==> src/hw/rtl/assert_macros.svh <==
// Assertion macros for the list engine RTL; empty when SYNTHESIS is set.
`ifndef ASSERT_MACROS_SVH
`define ASSERT_MACROS_SVH

`ifndef SYNTHESIS

`define OLA_ASSERT_IMP(label, clock, rstn, ante, cons) \
    label: assert property (@(posedge clock) disable iff (!rstn) (ante) |-> (cons)) \
        else $error("assertion failed");

`define OLA_ASSERT_NXT(label, clock, rstn, ante, cons) \
    label: assert property (@(posedge clock) disable iff (!rstn) (ante) |=> (cons)) \
        else $error("assertion failed");

`else

`define OLA_ASSERT_IMP(label, clock, rstn, ante, cons)

`define OLA_ASSERT_NXT(label, clock, rstn, ante, cons)

`endif

`endif

==> src/hw/rtl/ola_pkg.sv <==
// Types, codes and constants of the ordered array list engine.
package ola_pkg;

    localparam int CAPACITY_DEF = 16;
    localparam int KIND_W       = 3;
    localparam int POS_W        = 5;
    localparam int VAL_W        = 32;
    localparam int STATUS_W     = 3;
    localparam int FOUND_W      = 4;
    localparam int COUNT_W      = 5;
    localparam int SCAN_GRP     = 8;

    typedef enum logic [KIND_W-1:0] {
        KIND_PUSH_BACK  = 3'd0,
        KIND_PUSH_FRONT = 3'd1,
        KIND_POP_BACK   = 3'd2,
        KIND_POP_FRONT  = 3'd3,
        KIND_INSERT     = 3'd4,
        KIND_ERASE      = 3'd5,
        KIND_FIND       = 3'd6
    } kind_t;

    typedef enum logic [STATUS_W-1:0] {
        STAT_OK        = 3'd0,
        STAT_FULL      = 3'd1,
        STAT_EMPTY     = 3'd2,
        STAT_BAD_POS   = 3'd3,
        STAT_NOT_FOUND = 3'd4
    } status_t;

    typedef enum logic [1:0] {
        CELL_HOLD  = 2'd0,
        CELL_OPEN  = 2'd1,
        CELL_CLOSE = 2'd2,
        CELL_MATCH = 2'd3
    } cell_op_t;

    typedef enum logic [0:0] {
        ST_IDLE = 1'b0,
        ST_SCAN = 1'b1
    } state_t;

    typedef struct packed {
        cell_op_t          op;
        logic [VAL_W-1:0]  value;
    } cell_cmd_t;

    typedef struct packed {
        logic done;
        logic hit;
    } scan_res_t;

endpackage

==> src/hw/rtl/ordered_array_list_engine.sv <==
// Ordered array list engine: request channel, result channel, cell row and control.
// Usage:
//   Requests arrive on req_valid/req_stall with kind, position and value; one
//   result beat per request leaves on rsp_valid/rsp_stall with status,
//   found_index and count. A beat moves when valid is high and stall is low.
//   Every list operation but find completes at the accepting edge: its
//   result is valid in the next cycle, one request per cycle unless stalled.
//   Find latches a match flag in every cell at the accepting edge, then the
//   search unit walks the flags eight cells per cycle; the result is
//   registered once it reaches the group holding the first match, or the
//   last of up to ceil(CAPACITY/8) groups, and no request is taken meanwhile.
//   The result register is one beat deep: while a result waits under a
//   stalled receiver, every new request is held off.
//   Reset empties the list at once (count zero, no clearing sweep); entry
//   contents above the count are never read.
//   Failing requests leave the list untouched and report full, empty, bad
//   position or not found; kind 7 is a no-op reporting ok.
module ordered_array_list_engine
    import ola_pkg::*;
#(
    parameter int CAPACITY = CAPACITY_DEF
)
(
    input  logic                clk,
    input  logic                rst_n,
    input  logic                req_valid,
    output logic                req_stall,
    input  logic [KIND_W-1:0]   kind,
    input  logic [POS_W-1:0]    position,
    input  logic [VAL_W-1:0]    value,
    output logic                rsp_valid,
    input  logic                rsp_stall,
    output logic [STATUS_W-1:0] status,
    output logic [FOUND_W-1:0]  found_index,
    output logic [COUNT_W-1:0]  count
);

`include "assert_macros.svh"

    localparam int CW = $clog2(CAPACITY + 1);
    localparam int PW = (POS_W > CW) ? POS_W : CW;
    localparam int IW = $clog2(CAPACITY);

    state_t               state_reg;
    state_t               state_next;
    logic [CW-1:0]        cnt_reg;
    logic [CW-1:0]        cnt_next;
    logic                 rsp_valid_reg;
    logic                 rsp_valid_next;
    status_t              status_reg;
    status_t              status_next;
    logic [FOUND_W-1:0]   found_reg;
    logic [FOUND_W-1:0]   found_next;
    logic [COUNT_W-1:0]   count_reg;
    logic [COUNT_W-1:0]   count_next;
    logic                 load;
    logic                 accept;
    logic                 out_free;
    logic                 start;
    logic                 full;
    logic                 empty;
    logic [PW-1:0]        pos_ext;
    logic [PW-1:0]        cnt_ext;
    logic [PW-1:0]        at;
    cell_cmd_t            cmd;
    scan_res_t            scan_res;
    logic [IW-1:0]        scan_idx;
    logic [VAL_W-1:0]     entry_w [CAPACITY];
    logic [CAPACITY-1:0]  match_w;

    assign out_free  = !rsp_valid_reg || !rsp_stall;
    assign req_stall = (state_reg != ST_IDLE) || !out_free;
    assign accept    = req_valid && !req_stall;
    assign full      = (cnt_reg == CW'(CAPACITY));
    assign empty     = (cnt_reg == '0);
    assign pos_ext   = PW'(position);
    assign cnt_ext   = PW'(cnt_reg);

    always_comb
    begin
        state_next     = state_reg;
        cnt_next       = cnt_reg;
        cmd.op         = CELL_HOLD;
        cmd.value      = value;
        at             = '0;
        start          = 1'b0;
        load           = 1'b0;
        status_next    = STAT_OK;
        found_next     = '0;
        rsp_valid_next = rsp_valid_reg && rsp_stall;
        case (state_reg)
            ST_IDLE:
            begin
                if (accept)
                begin
                    load = 1'b1;
                    case (kind_t'(kind))
                        KIND_PUSH_BACK, KIND_PUSH_FRONT:
                        begin
                            if (full)
                            begin
                                status_next = STAT_FULL;
                            end
                            else
                            begin
                                cmd.op   = CELL_OPEN;
                                at       = (kind_t'(kind) == KIND_PUSH_BACK) ? cnt_ext : '0;
                                cnt_next = cnt_reg + CW'(1);
                            end
                        end
                        KIND_POP_BACK:
                        begin
                            if (empty)
                            begin
                                status_next = STAT_EMPTY;
                            end
                            else
                            begin
                                cnt_next = cnt_reg - CW'(1);
                            end
                        end
                        KIND_POP_FRONT:
                        begin
                            if (empty)
                            begin
                                status_next = STAT_EMPTY;
                            end
                            else
                            begin
                                cmd.op   = CELL_CLOSE;
                                cnt_next = cnt_reg - CW'(1);
                            end
                        end
                        KIND_INSERT:
                        begin
                            if (pos_ext > cnt_ext)
                            begin
                                status_next = STAT_BAD_POS;
                            end
                            else if (full)
                            begin
                                status_next = STAT_FULL;
                            end
                            else
                            begin
                                cmd.op   = CELL_OPEN;
                                at       = pos_ext;
                                cnt_next = cnt_reg + CW'(1);
                            end
                        end
                        KIND_ERASE:
                        begin
                            if (empty)
                            begin
                                status_next = STAT_EMPTY;
                            end
                            else if (pos_ext >= cnt_ext)
                            begin
                                status_next = STAT_BAD_POS;
                            end
                            else
                            begin
                                cmd.op   = CELL_CLOSE;
                                at       = pos_ext;
                                cnt_next = cnt_reg - CW'(1);
                            end
                        end
                        KIND_FIND:
                        begin
                            load       = 1'b0;
                            cmd.op     = CELL_MATCH;
                            start      = 1'b1;
                            state_next = ST_SCAN;
                        end
                        default:
                        begin
                            status_next = STAT_OK;
                        end
                    endcase
                end
            end
            ST_SCAN:
            begin
                if (scan_res.done && out_free)
                begin
                    load        = 1'b1;
                    status_next = scan_res.hit ? STAT_OK : STAT_NOT_FOUND;
                    found_next  = scan_res.hit ? FOUND_W'(scan_idx) : '0;
                    state_next  = ST_IDLE;
                end
            end
            default:
            begin
                state_next = ST_IDLE;
            end
        endcase
        if (load)
        begin
            rsp_valid_next = 1'b1;
        end
        count_next = COUNT_W'(cnt_next);
    end

    always_ff @(posedge clk or negedge rst_n)
    begin
        if (!rst_n)
        begin
            state_reg     <= ST_IDLE;
            cnt_reg       <= '0;
            rsp_valid_reg <= 1'b0;
        end
        else
        begin
            state_reg     <= state_next;
            cnt_reg       <= cnt_next;
            rsp_valid_reg <= rsp_valid_next;
        end
    end

    always_ff @(posedge clk)
    begin
        if (load)
        begin
            status_reg <= status_next;
            found_reg  <= found_next;
            count_reg  <= count_next;
        end
    end

    generate
        for (genvar i = 0; i < CAPACITY; i++)
        begin : g_cell
            logic [VAL_W-1:0] lower_w;
            logic [VAL_W-1:0] upper_w;
            if (i == 0)
            begin : g_first
                assign lower_w = value;
            end
            else
            begin : g_mid_lo
                assign lower_w = entry_w[i-1];
            end
            if (i == CAPACITY - 1)
            begin : g_last
                assign upper_w = entry_w[i];
            end
            else
            begin : g_mid_hi
                assign upper_w = entry_w[i+1];
            end
            ola_cell #(
                .INDEX (i),
                .PW    (PW),
                .CW    (CW)
            ) u_cell (
                .clk   (clk),
                .rst_n (rst_n),
                .cmd   (cmd),
                .at    (at),
                .cnt   (cnt_reg),
                .lower (lower_w),
                .upper (upper_w),
                .entry (entry_w[i]),
                .match (match_w[i])
            );
        end
    endgenerate

    ola_scan #(
        .CAPACITY (CAPACITY),
        .IW       (IW)
    ) u_scan (
        .clk   (clk),
        .rst_n (rst_n),
        .start (start),
        .take  (out_free),
        .match (match_w),
        .res   (scan_res),
        .index (scan_idx)
    );

    assign rsp_valid   = rsp_valid_reg;
    assign status      = status_reg;
    assign found_index = found_reg;
    assign count       = count_reg;

    `OLA_ASSERT_IMP(a_cnt_cap, clk, rst_n, 1'b1, cnt_reg <= CW'(CAPACITY))
    `OLA_ASSERT_IMP(a_scan_holds_req, clk, rst_n, state_reg == ST_SCAN, req_stall)
    `OLA_ASSERT_NXT(a_find_scans, clk, rst_n, accept && kind_t'(kind) == KIND_FIND, state_reg == ST_SCAN)
    `OLA_ASSERT_NXT(a_op_result, clk, rst_n, accept && kind_t'(kind) != KIND_FIND, rsp_valid)

endmodule

==> src/hw/rtl/ola_cell.sv <==
// One list cell: holds an entry, shifts with its neighbours and flags a match.
module ola_cell
    import ola_pkg::*;
#(
    parameter int INDEX = 0,
    parameter int PW    = POS_W,
    parameter int CW    = COUNT_W
)
(
    input  logic             clk,
    input  logic             rst_n,
    input  cell_cmd_t        cmd,
    input  logic [PW-1:0]    at,
    input  logic [CW-1:0]    cnt,
    input  logic [VAL_W-1:0] lower,
    input  logic [VAL_W-1:0] upper,
    output logic [VAL_W-1:0] entry,
    output logic             match
);

    localparam logic [PW-1:0] IDX_P = PW'(INDEX);
    localparam logic [CW-1:0] IDX_C = CW'(INDEX);

    logic [VAL_W-1:0] entry_reg;
    logic [VAL_W-1:0] entry_next;
    logic             match_reg;
    logic             match_next;

    always_comb
    begin
        entry_next = entry_reg;
        match_next = match_reg;
        case (cmd.op)
            CELL_OPEN:
            begin
                if (IDX_P > at)
                begin
                    entry_next = lower;
                end
                else if (IDX_P == at)
                begin
                    entry_next = cmd.value;
                end
            end
            CELL_CLOSE:
            begin
                if (IDX_P >= at)
                begin
                    entry_next = upper;
                end
            end
            CELL_MATCH:
            begin
                match_next = (IDX_C < cnt) && (entry_reg == cmd.value);
            end
            default:
            begin
                entry_next = entry_reg;
            end
        endcase
    end

    always_ff @(posedge clk)
    begin
        entry_reg <= entry_next;
    end

    always_ff @(posedge clk or negedge rst_n)
    begin
        if (!rst_n)
        begin
            match_reg <= 1'b0;
        end
        else
        begin
            match_reg <= match_next;
        end
    end

    assign entry = entry_reg;
    assign match = match_reg;

endmodule

==> src/hw/rtl/ola_scan.sv <==
// First-match search over the cell match flags, one group of cells per cycle.
module ola_scan
    import ola_pkg::*;
#(
    parameter int CAPACITY = CAPACITY_DEF,
    parameter int IW       = $clog2(CAPACITY)
)
(
    input  logic                clk,
    input  logic                rst_n,
    input  logic                start,
    input  logic                take,
    input  logic [CAPACITY-1:0] match,
    output scan_res_t           res,
    output logic [IW-1:0]       index
);

    localparam int GRP  = (CAPACITY < SCAN_GRP) ? CAPACITY : SCAN_GRP;
    localparam int NGRP = (CAPACITY + GRP - 1) / GRP;
    localparam int PADW = NGRP * GRP;
    localparam int XW   = $clog2(PADW);
    localparam int GW   = (NGRP > 1) ? $clog2(NGRP) : 1;
    localparam int KW   = (GRP > 1) ? $clog2(GRP) : 1;

    logic            active_reg;
    logic [GW-1:0]   grp_reg;
    logic [PADW-1:0] padded;
    logic [XW-1:0]   base;
    logic [GRP-1:0]  slice;
    logic [KW-1:0]   kpos;
    logic [XW-1:0]   index_full;
    logic            hit;
    logic            last;

    always_comb
    begin
        padded = PADW'(match);
        base   = XW'(grp_reg) * XW'(GRP);
        slice  = padded[base +: GRP];
        hit    = |slice;
        kpos   = '0;
        for (int k = GRP - 1; k >= 0; k--)
        begin
            if (slice[k])
            begin
                kpos = KW'(k);
            end
        end
        index_full = base + XW'(kpos);
        last       = (grp_reg == GW'(NGRP - 1));
    end

    assign index    = IW'(index_full);
    assign res.done = active_reg && (hit || last);
    assign res.hit  = active_reg && hit;

    always_ff @(posedge clk or negedge rst_n)
    begin
        if (!rst_n)
        begin
            active_reg <= 1'b0;
            grp_reg    <= '0;
        end
        else if (start)
        begin
            active_reg <= 1'b1;
            grp_reg    <= '0;
        end
        else if (active_reg)
        begin
            if (hit || last)
            begin
                if (take)
                begin
                    active_reg <= 1'b0;
                end
            end
            else
            begin
                grp_reg <= grp_reg + GW'(1);
            end
        end
    end

endmodule
==> config.mk <==
export PLATFORM = sky130hd
export DESIGN_NAME = ordered_array_list_engine
export DESIGN_NICKNAME = d
export VERILOG_FILES = /design/src/hw/rtl/ola_pkg.sv /design/src/hw/rtl/ordered_array_list_engine.sv /design/src/hw/rtl/ola_cell.sv /design/src/hw/rtl/ola_scan.sv
export VERILOG_INCLUDE_DIRS = /design/src /design/src/hw/rtl
export SDC_FILE = /design/constraint.sdc
export NUM_CORES = 2
export LEC_CHECK = 0
export BUFFER_PORTS_ARGS = -buffer_cell sky130_fd_sc_hd__buf_2
export CAP_MARGIN = 10
export CORE_MARGIN = 2
export CORE_UTILIZATION = 50
export CTS_CLUSTER_DIAMETER = 150
export DETAILED_ROUTE_END_ITERATION = 10
export GPL_TIMING_DRIVEN = 0
export PLACE_DENSITY = 0.66
export SLEW_MARGIN = 20
export SYNTH_ARGS = -nofsm -noshare
export SYNTH_HDL_FRONTEND = slang
export SYNTH_SLANG_ARGS = --single-unit
==> constraint.sdc <==
create_clock -name clk -period 9.35 [get_ports clk]
set_clock_uncertainty 0.05 [all_clocks]
set_input_delay 0.4675 -clock clk [delete_from_list [all_inputs] [get_ports clk]]
set_output_delay 0.4675 -clock clk [all_outputs]
set_load 0.05 [all_outputs]
==> impl_metrics.ini <==
[timing]
totalNegativeSetupSlack_ns = 0
slew_viol_final = 0
fmax_mhz = 127
hold_viol = 0
worst_case_setup_margin_in_the_final_layout_ns = 1.46
final.period_utilization_pct = 84.4
maxSlewHeadroom_pct = 10.8
rsz0062_at_grt = false
period_needed_ns = 7.89
setup_viol = 0
tightestPinTransition_ns = 1.34

[cells_and_area]
final_core_utilization_pct = 56.8
area_growth_pct = 11.8
drive_above_1_share_pct = 10.4
post_layout_net_count = 3414
largest_register_ffs = 512
most_frequent_cells_in_the_layout = edfxtp_1 (524), nand2_1 (452), mux2i_1 (410)
mostFrequentLayoutCell = edfxtp_1

[critical_path]
critPathArrivalTime_ns = 8.08
crit_chain = clkbuf_1 -> inv_1 -> ha_1 -> nor2b_1 -> o21a_1 -> o21ai_1 -> nand2b_1 -> a21oi_1 -> and2_1 -> o21ai_0 -> ha_1 -> clkbuf_1 -> clkbuf_1 -> or2_2 -> buf_2 -> a31oi_4 -> a31o_2
worst_path_required_ns = 9.53
end_kind = flip-flop
cpMaxStageDelayCell = a31o_2
crit_top_cell = clkbuf_1
max_stage_delay_ns = 0.89
crit_type = reg2reg
start_kind = flip-flop
worst-path-max-fanout = 32

[logic_synthesis]
synth_cell_type_count = 79
yosysSeqAreaShare_pct = 47.7
post_synth_main_area_contributors = edfxtp_1 (46%), mux2i_1 (12%), xor2_1 (7.9%)
synth.avg_cell_area_sq_um = 10.6
synth_top_cell_area_share_pct = 45.9
synth-main-ff-cell = edfxtp_1
synth_nets = 3294
synth_enable_flop_cells = 524
asyncSetResetFlopFracSynth_pct = 4.55
synthDominantAreaCellType = edfxtp_1
synthesis.instances = 3238
netlist_area_sq_mm = 0.0343
seq_cells_post_synth = 549
synthesis.yosys.warnings = 0

[clock_tree]
cts_root_buffer = clkbuf_16
tritoncts_num_sinks = 549
clk_transition_reported_paths_ns = 0.06
clock_latency_ns = 0.63
htree_levels = 3
numCtsBuffers = 66
max-clock-path-buffers = 3
cts_tree = done
post_cts_buffers = 0

[placement]
place.port_buffers = 29
gp_routability_congestion = 1.11
hpwlAfterDp_mm = 131
preCtsSetupSlack_ns = 1.96

[run_status]
outcome = finished, final reports clean

[worst_hold_path]
hold_class = in2reg

[grt]
overflow = 0
maximum_number_of_pins_on_one_net_before_global_route_repair = 33
grt_antenna_before_repair = 10
first_global_vias = 29300
grt_pass1_wl_mm = 239
grt_usage_pct = 50.3

[floorplan]
chipHeight_microns = 266
core_area_sq_mm = 0.0675
fp.dieW_microns = 266
initial_utilization_pct = 50.8
std_cell_rows = 95
die_area_sq_mm = 0.0706
io-pin-count = 58

[drt]
wl_per_cell_microns = 42.2
drcViolationCount = 0
drtPass1Iterations = 9
first_iter_violations = 6051
via_count = 30800
wl_mm = 181
mean_number_of_vias_per_cell = 7.19
final_antenna_net_count = 0

[power]
vdd.ir_drop.worst_v = 0.000146
power.density_cell_area_mw_per_mm2 = 252
total_leakage_power_nw = 13.8
design_power_total_mw = 9.64

[flow_run]
max-cap-violations = 0
logic make-up after synthesis:
logic type	synth area share [%]
muxes	13.1
adders and majority gates	0.438
xor gates and xnor gates	12.9
DFF	47.7
AOI/OAI and AO/OA	10.6
and+or+nand+nor	10.8
buffers and inverters	4.41
where the power goes:
group          total [mW]  switching, mW  internal, mW
combinational        2.83           1.90         0.924
sequential           4.26          0.767          3.49
clock                2.55           1.12          1.42
synth_stat cells, types with 29 or more instances:
| cell | number |
|---|---|
| nor4b_1 | 33 |
| nand2_1 | 452 |
| nor2_1 | 48 |
| o21ai_1 | 109 |
| xnor2_1 | 195 |
| xor2_1 | 309 |
| mux2i_1 | 410 |
| edfxtp_1 | 524 |
| nor4_1 | 87 |
| a21oi_1 | 33 |
| clkbuf_1 | 191 |
| mux2_2 | 32 |
| a21o_1 | 32 |
| inv_1 | 38 |
| buf_2 | 34 |
| buf_1 | 42 |
| nor2b_1 | 29 |
| nand4_1 | 69 |
| o21ai_0 | 334 |
| a221o_1 | 34 |
what timing repair did:
| item | in CTS | in global routing |
|---|---|---|
| hold buffers | 1 | 0 |
| endpoints found under the setup margin | 0 | 0 |
| gates resized for setup | 0 | 0 |
| endpoints found under the hold margin | 25 | 0 |
final timing paths:
kind,from,to,slack [ns],depth (start not counted)
setup / recovery,cnt_ext[1]$_DFF_PN0_,g_cell[10].u_cell.entry[1]$_DFFE_PP_,1.46,17
hold / removal,rsp_stall,rsp_valid$_DFF_PN0_,0.08,3
setup reg to reg,cnt_ext[1]$_DFF_PN0_,g_cell[10].u_cell.entry[1]$_DFFE_PP_,1.46,17
hold reg to reg,u_scan.active_reg$_DFF_PN0_,u_scan.active_reg$_DFF_PN0_,0.50,2
max in group asynchronous,rst_n,g_cell[15].u_cell.match$_DFFE_PN0N_,8.35,2
min in group asynchronous,rst_n,cnt_ext[0]$_DFF_PN0_,0.42,2
stage by stage:
| stage | hold slack [ns] | cell area, sq um | cells |
|---|---|---|---|
| after floorplan | 0.122 | 34300 | 3238 |
| after global placement | 0.470 | 35500 | 4140 |
| after detailed placement | 0.474 | 36300 | 4161 |
| after CTS | 0.0615 | 38300 | 4279 |
| after global routing | 0.0972 | 38300 | 4280 |
| final | 0.0781 | 38300 | 4288 |
critical path: cells and delay by family, from the launching register on:
family | cells | cell delay, ns
compound gates | 6 | 2.68
fa+ha+maj | 2 | 0.67
buf+inv | 5 | 2.61
flops | 1 | 0.47
simple gates | 4 | 0.97
layout make-up:
class | count | area (sq um)
multi-input cells | 2347 | 16600
flip-flops and latches | 549 | 16400
clock inverters | 24 | 168
repair buffers | 52 | 681
fillers | 5956 | 29200
well taps | 873 | 1090
diodes | 8 | 20.0
inverters | 38 | 143
plain buffers | 304 | 1460
clock buffers | 93 | 1840
metal layers:
layer	part of all wire, %	up-vias	wire length (microns)	GRT usage [%]
li1	-	11900	-	-
met1	34	14900	62300	61.3
met2	38	3151	69600	66.5
met3	17	848	30200	23.2
met4	10	2	18800	42.9
met5	0.0066	-	12	0.416
(Power assumes the default switching activity.)
